$ cat src/hw/rtl/ssdw_pkg.sv
// shared types and constants for the sensor status debounce window block
package ssdw_pkg;

    localparam int STATUS_W  = 3;
    localparam int WINDOW_W  = 2;
    localparam int COUNT_W   = 4;
    localparam int VALUE_W   = 64;
    localparam int CFG_IDX_W = 2;

    localparam logic [COUNT_W-1:0] COUNT_MAX = '1;

    typedef logic [STATUS_W-1:0] status_t;
    typedef logic [WINDOW_W-1:0] window_t;
    typedef logic [COUNT_W-1:0]  count_t;
    typedef logic signed [VALUE_W-1:0] value_t;

    localparam window_t WIN_UNSPEC  = 2'd0;
    localparam window_t WIN_INVALID = 2'd1;
    localparam window_t WIN_WITHIN  = 2'd2;
    localparam window_t WIN_OUTSIDE = 2'd3;

    typedef enum logic [CFG_IDX_W-1:0] {
        CFG_LOWER_LIMIT  = 2'd0,
        CFG_UPPER_LIMIT  = 2'd1,
        CFG_LIMIT_ENABLE = 2'd2,
        CFG_IGNORE_AUTO  = 2'd3
    } cfg_index_t;

    // result of one debouncer step
    typedef struct packed {
        status_t confirmed;
        logic    changed;
    } deb_result_t;

endpackage

$ cat src/hw/rtl/ssdw_window.sv
// window comparator: classifies a reading against the user limits, or flags it invalid
module ssdw_window
(
    input  ssdw_pkg::value_t  reading,
    input  logic              reading_invalid,
    input  ssdw_pkg::value_t  lower_limit,
    input  ssdw_pkg::value_t  upper_limit,
    output ssdw_pkg::window_t window_status
);

    always_comb
    begin
        if (reading_invalid)
        begin
            window_status = ssdw_pkg::WIN_INVALID;
        end
        else if ((reading > upper_limit) || (reading < lower_limit))
        begin
            window_status = ssdw_pkg::WIN_OUTSIDE;
        end
        else
        begin
            window_status = ssdw_pkg::WIN_WITHIN;
        end
    end

endmodule

$ cat src/hw/rtl/ssdw_debounce.sv
// status debouncer: candidate tracking, saturating count and confirmation
module ssdw_debounce
(
    input  logic                  clk,
    input  logic                  rst_n,
    input  logic                  step,
    input  ssdw_pkg::status_t     status,
    input  ssdw_pkg::count_t      confirm_count,
    output ssdw_pkg::deb_result_t result
);

    ssdw_pkg::status_t confirmed_reg;
    ssdw_pkg::status_t confirmed_next;
    ssdw_pkg::status_t candidate_reg;
    ssdw_pkg::status_t candidate_next;
    ssdw_pkg::count_t  count_reg;
    ssdw_pkg::count_t  count_next;
    ssdw_pkg::count_t  count_inc;
    logic              changed;

    assign count_inc = (count_reg < ssdw_pkg::COUNT_MAX) ?
                       ssdw_pkg::count_t'(count_reg + 1'b1) : count_reg;

    always_comb
    begin
        confirmed_next = confirmed_reg;
        candidate_next = candidate_reg;
        count_next     = count_reg;
        changed        = 1'b0;
        if (step && (status != confirmed_reg))
        begin
            if (status != candidate_reg)
            begin
                candidate_next = status;
                count_next     = '0;
            end
            else
            begin
                count_next = count_inc;
                if (count_inc >= confirm_count)
                begin
                    confirmed_next = status;
                    changed        = 1'b1;
                end
            end
        end
    end

    always_ff @(posedge clk or negedge rst_n)
    begin
        if (!rst_n)
        begin
            confirmed_reg <= '0;
            candidate_reg <= '0;
            count_reg     <= '0;
        end
        else
        begin
            confirmed_reg <= confirmed_next;
            candidate_reg <= candidate_next;
            count_reg     <= count_next;
        end
    end

    assign result.confirmed = confirmed_next;
    assign result.changed   = changed;

endmodule

$ cat src/hw/rtl/sensor_status_debounce_window.sv
// top level of the sensor status debounce window block
//
// one sensor reading enters per item on the s_axis channel; one result
// item per reading leaves on the m_axis channel, in order
// configuration is written through cfg_we / cfg_index / cfg_data; the user
// must write it only while idle, which the block does not enforce; index
// 0 lower limit, 1 upper limit, 2 user limit enable, 3 ignore auto status
// an accepted item is held in the input register, then classified and run
// through both debouncers combinationally as it moves to the result register
// a result item is valid on m_axis once it is held in the result register
// throughput: one item per cycle while m_axis_tready is high; the debouncer
// state update on the move from input to result register sets that figure
// when the receiver stalls, the result register holds its item and the
// input register still takes one more item; after that s_axis_tready drops
// until the result is taken
// reset clears both valid flags, the debouncer state, the latched value and
// the configuration to its defaults (full window, both enables off)
module sensor_status_debounce_window
#(
    parameter int CONFIRM_COUNT = 3
)
(
    input  logic        clk,
    input  logic        rst_n,
    input  logic        s_axis_tvalid,
    output logic        s_axis_tready,
    // [2:0] reported_status, [66:3] reading, [67] reading_invalid, [71:68] unused
    input  logic [71:0] s_axis_tdata,
    output logic        m_axis_tvalid,
    input  logic        m_axis_tready,
    // [2:0] confirmed_reported, [4:3] confirmed_window, [5] reported_changed,
    // [6] window_changed, [70:7] latched_value, [71] zero
    output logic [71:0] m_axis_tdata,
    input  logic        cfg_we,
    input  logic [1:0]  cfg_index,
    input  logic [63:0] cfg_data
);

    localparam ssdw_pkg::count_t CONFIRM_THR = ssdw_pkg::count_t'(CONFIRM_COUNT);

    ssdw_pkg::value_t  lower_limit_reg;
    ssdw_pkg::value_t  upper_limit_reg;
    logic              limit_enable_reg;
    logic              ignore_auto_reg;

    logic              in_valid_reg;
    ssdw_pkg::status_t in_status_reg;
    ssdw_pkg::value_t  in_reading_reg;
    logic              in_invalid_reg;

    logic              out_valid_reg;
    logic              out_valid_next;
    logic [71:0]       out_data_reg;
    logic [71:0]       out_data_next;

    ssdw_pkg::value_t  latch_reg;
    ssdw_pkg::value_t  latch_next;

    logic              move;
    logic              step_rep;
    logic              step_win;
    ssdw_pkg::window_t window_status;
    ssdw_pkg::deb_result_t rep_result;
    ssdw_pkg::deb_result_t win_result;

    assign move          = in_valid_reg && (!out_valid_reg || m_axis_tready);
    assign s_axis_tready = !in_valid_reg || move;
    assign step_rep      = move && !ignore_auto_reg;
    assign step_win      = move && limit_enable_reg;

    // configuration registers
    always_ff @(posedge clk or negedge rst_n)
    begin
        if (!rst_n)
        begin
            lower_limit_reg  <= {1'b1, {(ssdw_pkg::VALUE_W-1){1'b0}}};
            upper_limit_reg  <= {1'b0, {(ssdw_pkg::VALUE_W-1){1'b1}}};
            limit_enable_reg <= 1'b0;
            ignore_auto_reg  <= 1'b0;
        end
        else if (cfg_we)
        begin
            unique case (ssdw_pkg::cfg_index_t'(cfg_index))
                ssdw_pkg::CFG_LOWER_LIMIT:  lower_limit_reg  <= cfg_data;
                ssdw_pkg::CFG_UPPER_LIMIT:  upper_limit_reg  <= cfg_data;
                ssdw_pkg::CFG_LIMIT_ENABLE: limit_enable_reg <= cfg_data[0];
                ssdw_pkg::CFG_IGNORE_AUTO:  ignore_auto_reg  <= cfg_data[0];
                default: ;
            endcase
        end
    end

    // input register
    always_ff @(posedge clk or negedge rst_n)
    begin
        if (!rst_n)
        begin
            in_valid_reg <= 1'b0;
        end
        else if (s_axis_tready)
        begin
            in_valid_reg <= s_axis_tvalid;
        end
    end

    always_ff @(posedge clk)
    begin
        if (s_axis_tvalid && s_axis_tready)
        begin
            in_status_reg  <= s_axis_tdata[2:0];
            in_reading_reg <= s_axis_tdata[66:3];
            in_invalid_reg <= s_axis_tdata[67];
        end
    end

    ssdw_window u_window
    (
        .reading         (in_reading_reg),
        .reading_invalid (in_invalid_reg),
        .lower_limit     (lower_limit_reg),
        .upper_limit     (upper_limit_reg),
        .window_status   (window_status)
    );

    ssdw_debounce u_deb_reported
    (
        .clk           (clk),
        .rst_n         (rst_n),
        .step          (step_rep),
        .status        (in_status_reg),
        .confirm_count (CONFIRM_THR),
        .result        (rep_result)
    );

    ssdw_debounce u_deb_window
    (
        .clk           (clk),
        .rst_n         (rst_n),
        .step          (step_win),
        .status        ({1'b0, window_status}),
        .confirm_count (CONFIRM_THR),
        .result        (win_result)
    );

    always_comb
    begin
        latch_next = latch_reg;
        if (rep_result.changed || win_result.changed)
        begin
            latch_next = in_reading_reg;
        end
    end

    assign out_data_next = {1'b0, latch_next, win_result.changed, rep_result.changed,
                            win_result.confirmed[ssdw_pkg::WINDOW_W-1:0],
                            rep_result.confirmed};
    assign out_valid_next = move || (out_valid_reg && !m_axis_tready);

    always_ff @(posedge clk or negedge rst_n)
    begin
        if (!rst_n)
        begin
            out_valid_reg <= 1'b0;
            latch_reg     <= '0;
        end
        else
        begin
            out_valid_reg <= out_valid_next;
            latch_reg     <= latch_next;
        end
    end

    always_ff @(posedge clk)
    begin
        if (move)
        begin
            out_data_reg <= out_data_next;
        end
    end

    assign m_axis_tvalid = out_valid_reg;
    assign m_axis_tdata  = out_data_reg;

endmodule
$ cat config.mk
export PLATFORM = sky130hd
export DESIGN_NAME = sensor_status_debounce_window
export DESIGN_NICKNAME = d
export VERILOG_FILES = /design/src/hw/rtl/ssdw_pkg.sv /design/src/hw/rtl/ssdw_window.sv /design/src/hw/rtl/ssdw_debounce.sv /design/src/hw/rtl/sensor_status_debounce_window.sv
export SDC_FILE = /design/constraint.sdc
export NUM_CORES = 1
export LEC_CHECK = 0
export ABC_AREA = 1
export BUFFER_PORTS_ARGS = -buffer_cell sky130_fd_sc_hd__buf_2
export CORE_MARGIN = 3
export CORE_UTILIZATION = 52
export DETAILED_ROUTE_END_ITERATION = 7
export PLACE_DENSITY = 0.88
export SLEW_MARGIN = 20
export SYNTH_ARGS = -nofsm -noshare
export SYNTH_HDL_FRONTEND = slang
export SYNTH_SLANG_ARGS = --single-unit
export TNS_END_PERCENT = 30
$ cat constraint.sdc
create_clock -name clk -period 2.73 [get_ports clk]
set_input_delay 0.273 -clock clk [delete_from_list [all_inputs] [get_ports clk]]
set_output_delay 0.273 -clock clk [all_outputs]
set_load 0.1 [all_outputs]
Word-level counts from Yosys, hierarchy flattened

Index checks and enable logic that the tools add are counted.

Flip-flop bits (word level): 353
Output and inout bits: 74
Word-level logic and storage cells: 74
Bits of input ports: 143

Order comparisons: 6
Reductions and logical operators: 23
Multiplexer cells: 19
$add $sub $neg: 2
Eq/ne operators: 7

Operators by type and width:

| operator                                                                            | number |
|---|---|
| 64-bit greater-than comparator                                                      | 1 |
| 64-bit < comparator                                                                 | 1 |
| 64-bit 2-to-1 mux                                                                   | 1 |
| 4-bit 2-to-1 mux                                                                    | 4 |
| 2-bit AND reduction                                                                 | 6 |
| 3-bit 2-to-1 mux                                                                    | 3 |
| 4-bit by 1-bit adder with 4-bit output, second input constant                       | 2 |
| 4-bit by 2-bit greater-or-equal comparator with 1-bit output, second input constant | 2 |
| 4-bit < comparator, second input constant                                           | 2 |
| 2-bit 2-to-1 mux                                                                    | 4 |
| 1-bit logical AND                                                                   | 7 |
| 1-bit 2-to-1 mux                                                                    | 7 |
| 3-bit != test                                                                       | 2 |
| 1-bit logical OR                                                                    | 5 |
| 2-bit equality test, second input constant                                          | 2 |
| 1-bit logical NOT                                                                   | 4 |
| 2-bit != test                                                                       | 2 |
| 2-bit by 1-bit equality test with 1-bit output, second input constant               | 1 |
| 2-bit logical NOT                                                                   | 1 |

Logic depth before layout (Yosys ltp)

Depth in word-level cells: 9
Gate-level depth with buffers: 26
Mapped depth without buffers: 25

Cells and area by module

Synthesis repeated with hierarchy kept, for this count alone.

Cell total of the unflattened synthesis: 1769
Area, all modules: 17121.4 um^2

By module, submodules not included:

| module                        | instances | cells an instance | sequential area each (um^2) | area an instance (um^2) |
|---|---|---|---|---|
| sensor_status_debounce_window | 1         | 1010              | 9158.8                      | 12304.3 |
| ssdw_window                   | 1         | 545               | 0.0                         | 3375.7 |
| ssdw_debounce                 | 2         | 107               | 250.2                       | 720.7 |

Least setup slack after synthesis

OpenSTA, ideal clock, no wires.

Kind: register to register
From: register out_valid_reg, in the netlist m_axis_tvalid
To: register in_invalid_reg, enable pin
Setup time: 0.422 ns
Required time: 2.308 ns
Stages on the path, launching flop included: 4
Data arrival time: 3.241 ns
Period minus slack after synthesis: 3.663 ns
Slack: -0.933 ns
Buffers on the path: 0
Cells stage by stage: dfrtp_1 > nand3_1 > nand2_1 > inv_1

Longest elaborated chain between the ends: 5

RTL lines:

| element                  | RTL line                             | source |
|---|---|---|
| start: declaration       | sensor_status_debounce_window.sv:51  | `logic out_valid_reg;` |
| start signal: assignment | sensor_status_debounce_window.sv:168 | `out_valid_reg <= out_valid_next;` |
| 1-bit logical NOT        | sensor_status_debounce_window.sv:66  | `assign move = in_valid_reg && (!out_valid_reg \|\| m_axis_tready);` |
| 1-bit logical OR         | sensor_status_debounce_window.sv:66  |  |
| 1-bit logical AND        | sensor_status_debounce_window.sv:66  |  |
| 1-bit logical OR         | sensor_status_debounce_window.sv:67  | `assign s_axis_tready = !in_valid_reg \|\| move;` |
| via s_axis_tready        | sensor_status_debounce_window.sv:26  | `output logic s_axis_tready,` |
| 1-bit logical AND        | sensor_status_debounce_window.sv:108 | `if (s_axis_tvalid && s_axis_tready)` |
| end signal: assignment   | sensor_status_debounce_window.sv:112 | `in_invalid_reg <= s_axis_tdata[67];` |
| end: declaration         | sensor_status_debounce_window.sv:49  | `logic in_invalid_reg;` |

The timed path passes the listed nets, and every way through them passes these cells.
A chain may end at the register's enable or synchronous reset.

Worst setup path after layout

From: register in_reading_reg[59]
To: register out_data_reg[28], in the netlist m_axis_tdata[28] (data pin)

Longest elaborated chain between the ends: 9
Elaborated cells between the ends (all ways): 12
Those cells by class: 2 x order compare; 2 x eq/ne; 5 x mux; 3 x reduce/logical

RTL lines:

| element                                                                      | RTL line                                 | source |
|---|---|---|
| start: declaration                                                           | sensor_status_debounce_window.sv:48      | `ssdw_pkg::value_t in_reading_reg;` |
| start signal: assignment                                                     | sensor_status_debounce_window.sv:111     | `in_reading_reg <= s_axis_tdata[66:3];` |
| 64-bit greater-than comparator / 64-bit < comparator (equally long branches) | ssdw_window.sv:17                        | `else if ((reading > upper_limit) \|\| (reading < lower_limit))` |
| 1-bit logical OR *                                                           | ssdw_window.sv:17                        |  |
| 1-bit 2-to-1 mux *                                                           | ssdw_window.sv:17                        |  |
| 2-bit 2-to-1 mux *                                                           | ssdw_window.sv:13                        | `if (reading_invalid)` |
| 2-bit != test, on equally long branches                                      | ssdw_debounce.sv:32, ssdw_debounce.sv:30 |  |
| 1-bit 2-to-1 mux / 1-bit logical AND (equally long branches)                 | ssdw_debounce.sv:32, ssdw_debounce.sv:30 |  |
| 1-bit 2-to-1 mux *                                                           | ssdw_debounce.sv:30                      | `if (step && (status != confirmed_reg))` |
| 1-bit logical OR *                                                           | sensor_status_debounce_window.sv:148     | `if (rep_result.changed \|\| win_result.changed)` |
| 64-bit 2-to-1 mux *                                                          | sensor_status_debounce_window.sv:148     |  |
| via latch_next[21]                                                           | sensor_status_debounce_window.sv:57      | `ssdw_pkg::value_t latch_next;` |
| end signal: assignment                                                       | sensor_status_debounce_window.sv:177     | `out_data_reg <= out_data_next;` |
| end: declaration                                                             | sensor_status_debounce_window.sv:53      | `logic [71:0] out_data_reg;` |

Mark *: on every way through the listed nets, which the timed path passes. The rest lies on a longest branch.

==> metrics.md <==
| Metric | Value |
|---|---|
| Hold path depth | `3` |
| Clock sink total | `353` |
| Max FFs per register | `71` |
| Post-DR wirelength/cell | `18.7 um` |
| Placed insts | `2247` |
| Syn_area_per_cell | `10.1 sq um` |
| Setup WS post-layout | `-729 ps` |
| Violated checks | `negative setup slack` |
| Max IR drop VDD | `approximately 0.00058 V` |
| Yosys synthesis warning count | `0` |
| Slew @ Worst Pin | `955 ps` |
| Worst path most repeated cell | `nand2_2` |
| Synth unique cells | `40` |
| Maxcap violations | `0` |
| Synth area leader | `edfxtp_1` |
| Period utilization | `127%` |
| WP buf/inv | `3` |
| Area contributors post-synth | `edfxtp_1 (26%), dfrtp_1 (23%), dfstp_2 (10%), ha_1 (9.9%), nand2_1 (9.7%)` |
| Number of non-filler instances in the completed layout | `2412` |
| Hpwl dp | `27600 um` |
| Total power | `roughly 19 mW` |
| CP top delay family | `simple AND/OR/NAND/NOR gates` |
| Worst Hold Launch | `cfg_data[30]` |
| R2R Setup Slk | `-730 ps` |
| Mapped Cells | `roughly 1600` |
| Count of input and output buffers | `211` |
| Mapped Area | `between 0.015 and 0.02 sq mm` |
| Drt first pass iters | `5` |
| RSZ-0062 raised after global routing | `true` |
| CP Launch Type | `register` |
| Post-Route Skew | `17.6 ps` |
| R2r startpoint | `in_reading_reg[59]` |
| Synthesized flop and latch total | `around 350` |
| CTS tree | `built` |
| Final Hold Vio Count | `0` |
| RR Endpoint | `m_axis_tdata[28]` |
| Share of layout cells above drive strength 1 | `26.6%` |
| Core area | `~0.031 sq mm` |
| H-tree Lvls | `2` |
| Worst reg-to-reg path cell count | `19` |
| Worst-path clk slew | `60 ps` |
| Register area share after synthesis | `between 50% and 60%` |
| Diode count | `0` |
| Slowest stage cell, crit path | `edfxtp_1` |
| Max stage delay on crit path | `460 ps` |
| Critical path arrival | `3720 ps` |
| Crit path time final | `3460 ps` |
| Synthesized Nets | `1889` |
| DR iter-0 viols | `~1000` |
| Nets | `2258` |
| Setup CP Type | `register to register` |
| Hold EP | `upper_limit_reg[30]` |
| F_max | `289 MHz` |
| Status | `finished, violations left` |
| Die width | `between 150 and 200 um` |
| Routability Congestion | `0.875` |
| Worst Setup End Kind | `register` |
| Largest net degree at the start of global routing | `roughly 130` |
| DRC Markers | `0` |
| Via density | `5.46` |
| Share of the synthesized area in the top cell type | `25.6%` |
| Pwr/cell area | `approximately 880 mW/mm^2` |
| Ys async rst share | `60.6%` |
| GRT Total Usage | `around a quarter` |
| Root Driver | `clkbuf_16` |
| CTS buffer count | `38` |
| Global-route wire length before repair | `68800 um` |
| Primary FF master, synth | `dfrtp_1` |
| Critical Path, Cell by Cell | `buf_4 > ha_4 > a21oi_1 > o21ai_0 > a21oi_1 > nand2_1 > a21oi_2 > nand3_1 > nand3_2 > nand3_4 > nand2_2 > nand3_2 > nand2_2 > inv_4 > nand2_8 > nand2_8 > buf_12 > nand2_1 > nand2_2` |
| Via Count | `13171` |
| Chip height | `183 um` |
| GRT Residual Overflow | `0` |
| CP required | `3000 ps` |
| Row cnt | `64` |
| Number of setup violations in the final report | `139` |
| Fin Hold WS | `11.8 ps` |
| Slew HR | `36.4%` |
| Multi-input gate area | `0.00588 sq mm` |
| Storage cell area | `0.00961 sq mm` |
| Starting density of the core | `between 50 and 60%` |
| Static leakage | `10.3 nW` |
| Clock buffer depth | `3` |
| Fin util | `68.2%` |
| # fillers | `between 2000 and 2500` |
| DIE AREA | `0.0335 sq mm` |
| Routed Antenna Nets | `0` |
| WL final | `45000 um` |
| Number of global-route vias before repair | `~14000` |
| Hold crit path type | `input port to register` |
| Area Growth Syn to Fin | `28.7%` |
| Slew Viols, Final | `0` |
| Antenna violations before repair | `1` |
| CP Max Fanout | `24` |
| Final setup TNS | `-83480 ps` |
| Clk_lat worst skew | `520 ps` |
| Post-synth EDFFs | `between 100 and 150` |
| Ports | `217` |
==> metal layers <==
metal	up-vias	wire length [um]	global-route usage, %
met3	211	2950	5.00
met2	665	22100	43.6
met1	6289	16900	30.1
met5	-	13	0
met4	2	3070	15.8
li1	6004	-	-
==> cell type report <==
type | count | share of cell area (%)
multi-input cells | 958 | 28.1
flip-flops and latches | 353 | 45.8
repair buffers | 379 | 12.9
well taps | 396 | 2.36
clock buffers | 53 | 5.25
clock inverters | 17 | 0.943
inverters | 256 | 4.62
==> cell usage in the layout (no fill, tap or decap), types with 3 or more instances in the layout <==
master         Yosys  routed
dfrtp_1          150     149
nor3_1             4       3
inv_2              2       3
buf_12             0       9
clkbuf_16          0      44
clkbuf_1          32       9
xnor2_1            6       6
o21ai_1            2       3
o22ai_1            4       4
nand2_2            3      40
xor2_1             4       4
dfstp_2           64      64
nand2_4            2      16
nand4_1           12      12
buf_2              4     210
inv_1            254     250
bufinv_16          0       4
clkinv_2           0       9
o21ai_0          158     156
buf_4              7      68
edfxtp_1         139     139
ha_4               0       7
nand2_1          422     369
nor2_2             2       6
nand3_2           21      24
nand3_4            2       3
dlygate4sd3_1      0      85
o21a_1             3       3
nand3_1           66      62
a21oi_1           55      52
a21oi_2            0       3
clkbuf_8           0       4
buf_6              5       3
nor2_1            43      38
clkinvlp_4         0       6
ha_1             129     122
a21o_1             6       6
==> synthesized netlist by cell type, types with 3 or more instances <==
library cell,instances
a21o_1,6
a21oi_1,55
buf_2,4
buf_4,7
buf_6,5
clkbuf_1,32
dfrtp_1,150
dfstp_2,64
edfxtp_1,139
ha_1,129
inv_1,254
nand2_1,422
nand2_2,3
nand3_1,66
nand3_2,21
nand4_1,12
nor2_1,43
nor3_1,4
o21a_1,3
o21ai_0,158
o22ai_1,4
o31ai_1,4
xnor2_1,6
xor2_1,4
==> how the worst max path moves through the flow <==
stage                         from               end  slack (ps)  depth (start not counted)
2_1_floorplan  lower_limit_reg[63]  m_axis_tdata[47]         -60                         22
3_5_place_dp    in_reading_reg[57]  m_axis_tdata[30]        -520                         20
6_report        in_reading_reg[59]  m_axis_tdata[28]        -730                         19
5_1_grt         in_reading_reg[59]  m_axis_tdata[28]        -820                         19
3_3_place_gp    in_reading_reg[57]  m_axis_tdata[33]        -370                         21
4_1_cts         in_reading_reg[57]  m_axis_tdata[10]        -410                         22
==> where the power goes <==
part	internal, mW	leakage [nW]	switching [mW]	total (mW)
Sequential	6.97	3.95	0.618	7.58
Clock	3.21	0.626	2.14	5.35
Combinational	1.59	5.76	3.98	5.57
Total	11.8	10.3	6.74	18.5
==> through the flow <==
stage	worst slack (ps)	instance area, sq um
detailed placement	-524	18300
finish	-729	21000
CTS	-414	20600
global placement	-372	18300
global route	-821	21000
floorplan	-63.3	16300
==> worst reg2reg max path, delay by kind of cell, from the launching register on <==
family / cells / cell delay (ps)
AND/OR/NAND/NOR: 11 / 1170
adder cells (fa/ha/maj): 1 / 240
AO/OA/AOI/OAI: 4 / 890
buffers and inverters: 3 / 440
flip-flops: 1 / 460
==> cells by family (layout without fill, tap and decap cells) <==
| family | count (synthesis) | count (layout) | share of synthesized area (%) |
|---|---|---|---|
| muxes | 2 | 2 | 0.131 |
| other | 1 | 1 | 0.0230 |
| xor gates and xnor gates | 10 | 10 | 0.538 |
| and+or+nand+nor | 582 | 582 | 15.4 |
| adders and majority gates | 129 | 129 | 9.91 |
| AOI/OAI and AO/OA | 234 | 234 | 7.45 |
| buffers and inverters | 306 | 705 | 7.54 |
| DFF | 353 | 353 | 59.0 |
==> repair_timing <==
item                                    in CTS  in global routing
endpoints found under the hold margin      147                  0
buffers inserted                             2                  5
gates cloned                                 0                  3
hold buffers                                85                  0
resized for setup                           23                 77
pin swaps                                    2                 14
endpoints found under the setup margin     139                139
Power figures use the tool's default switching activity.
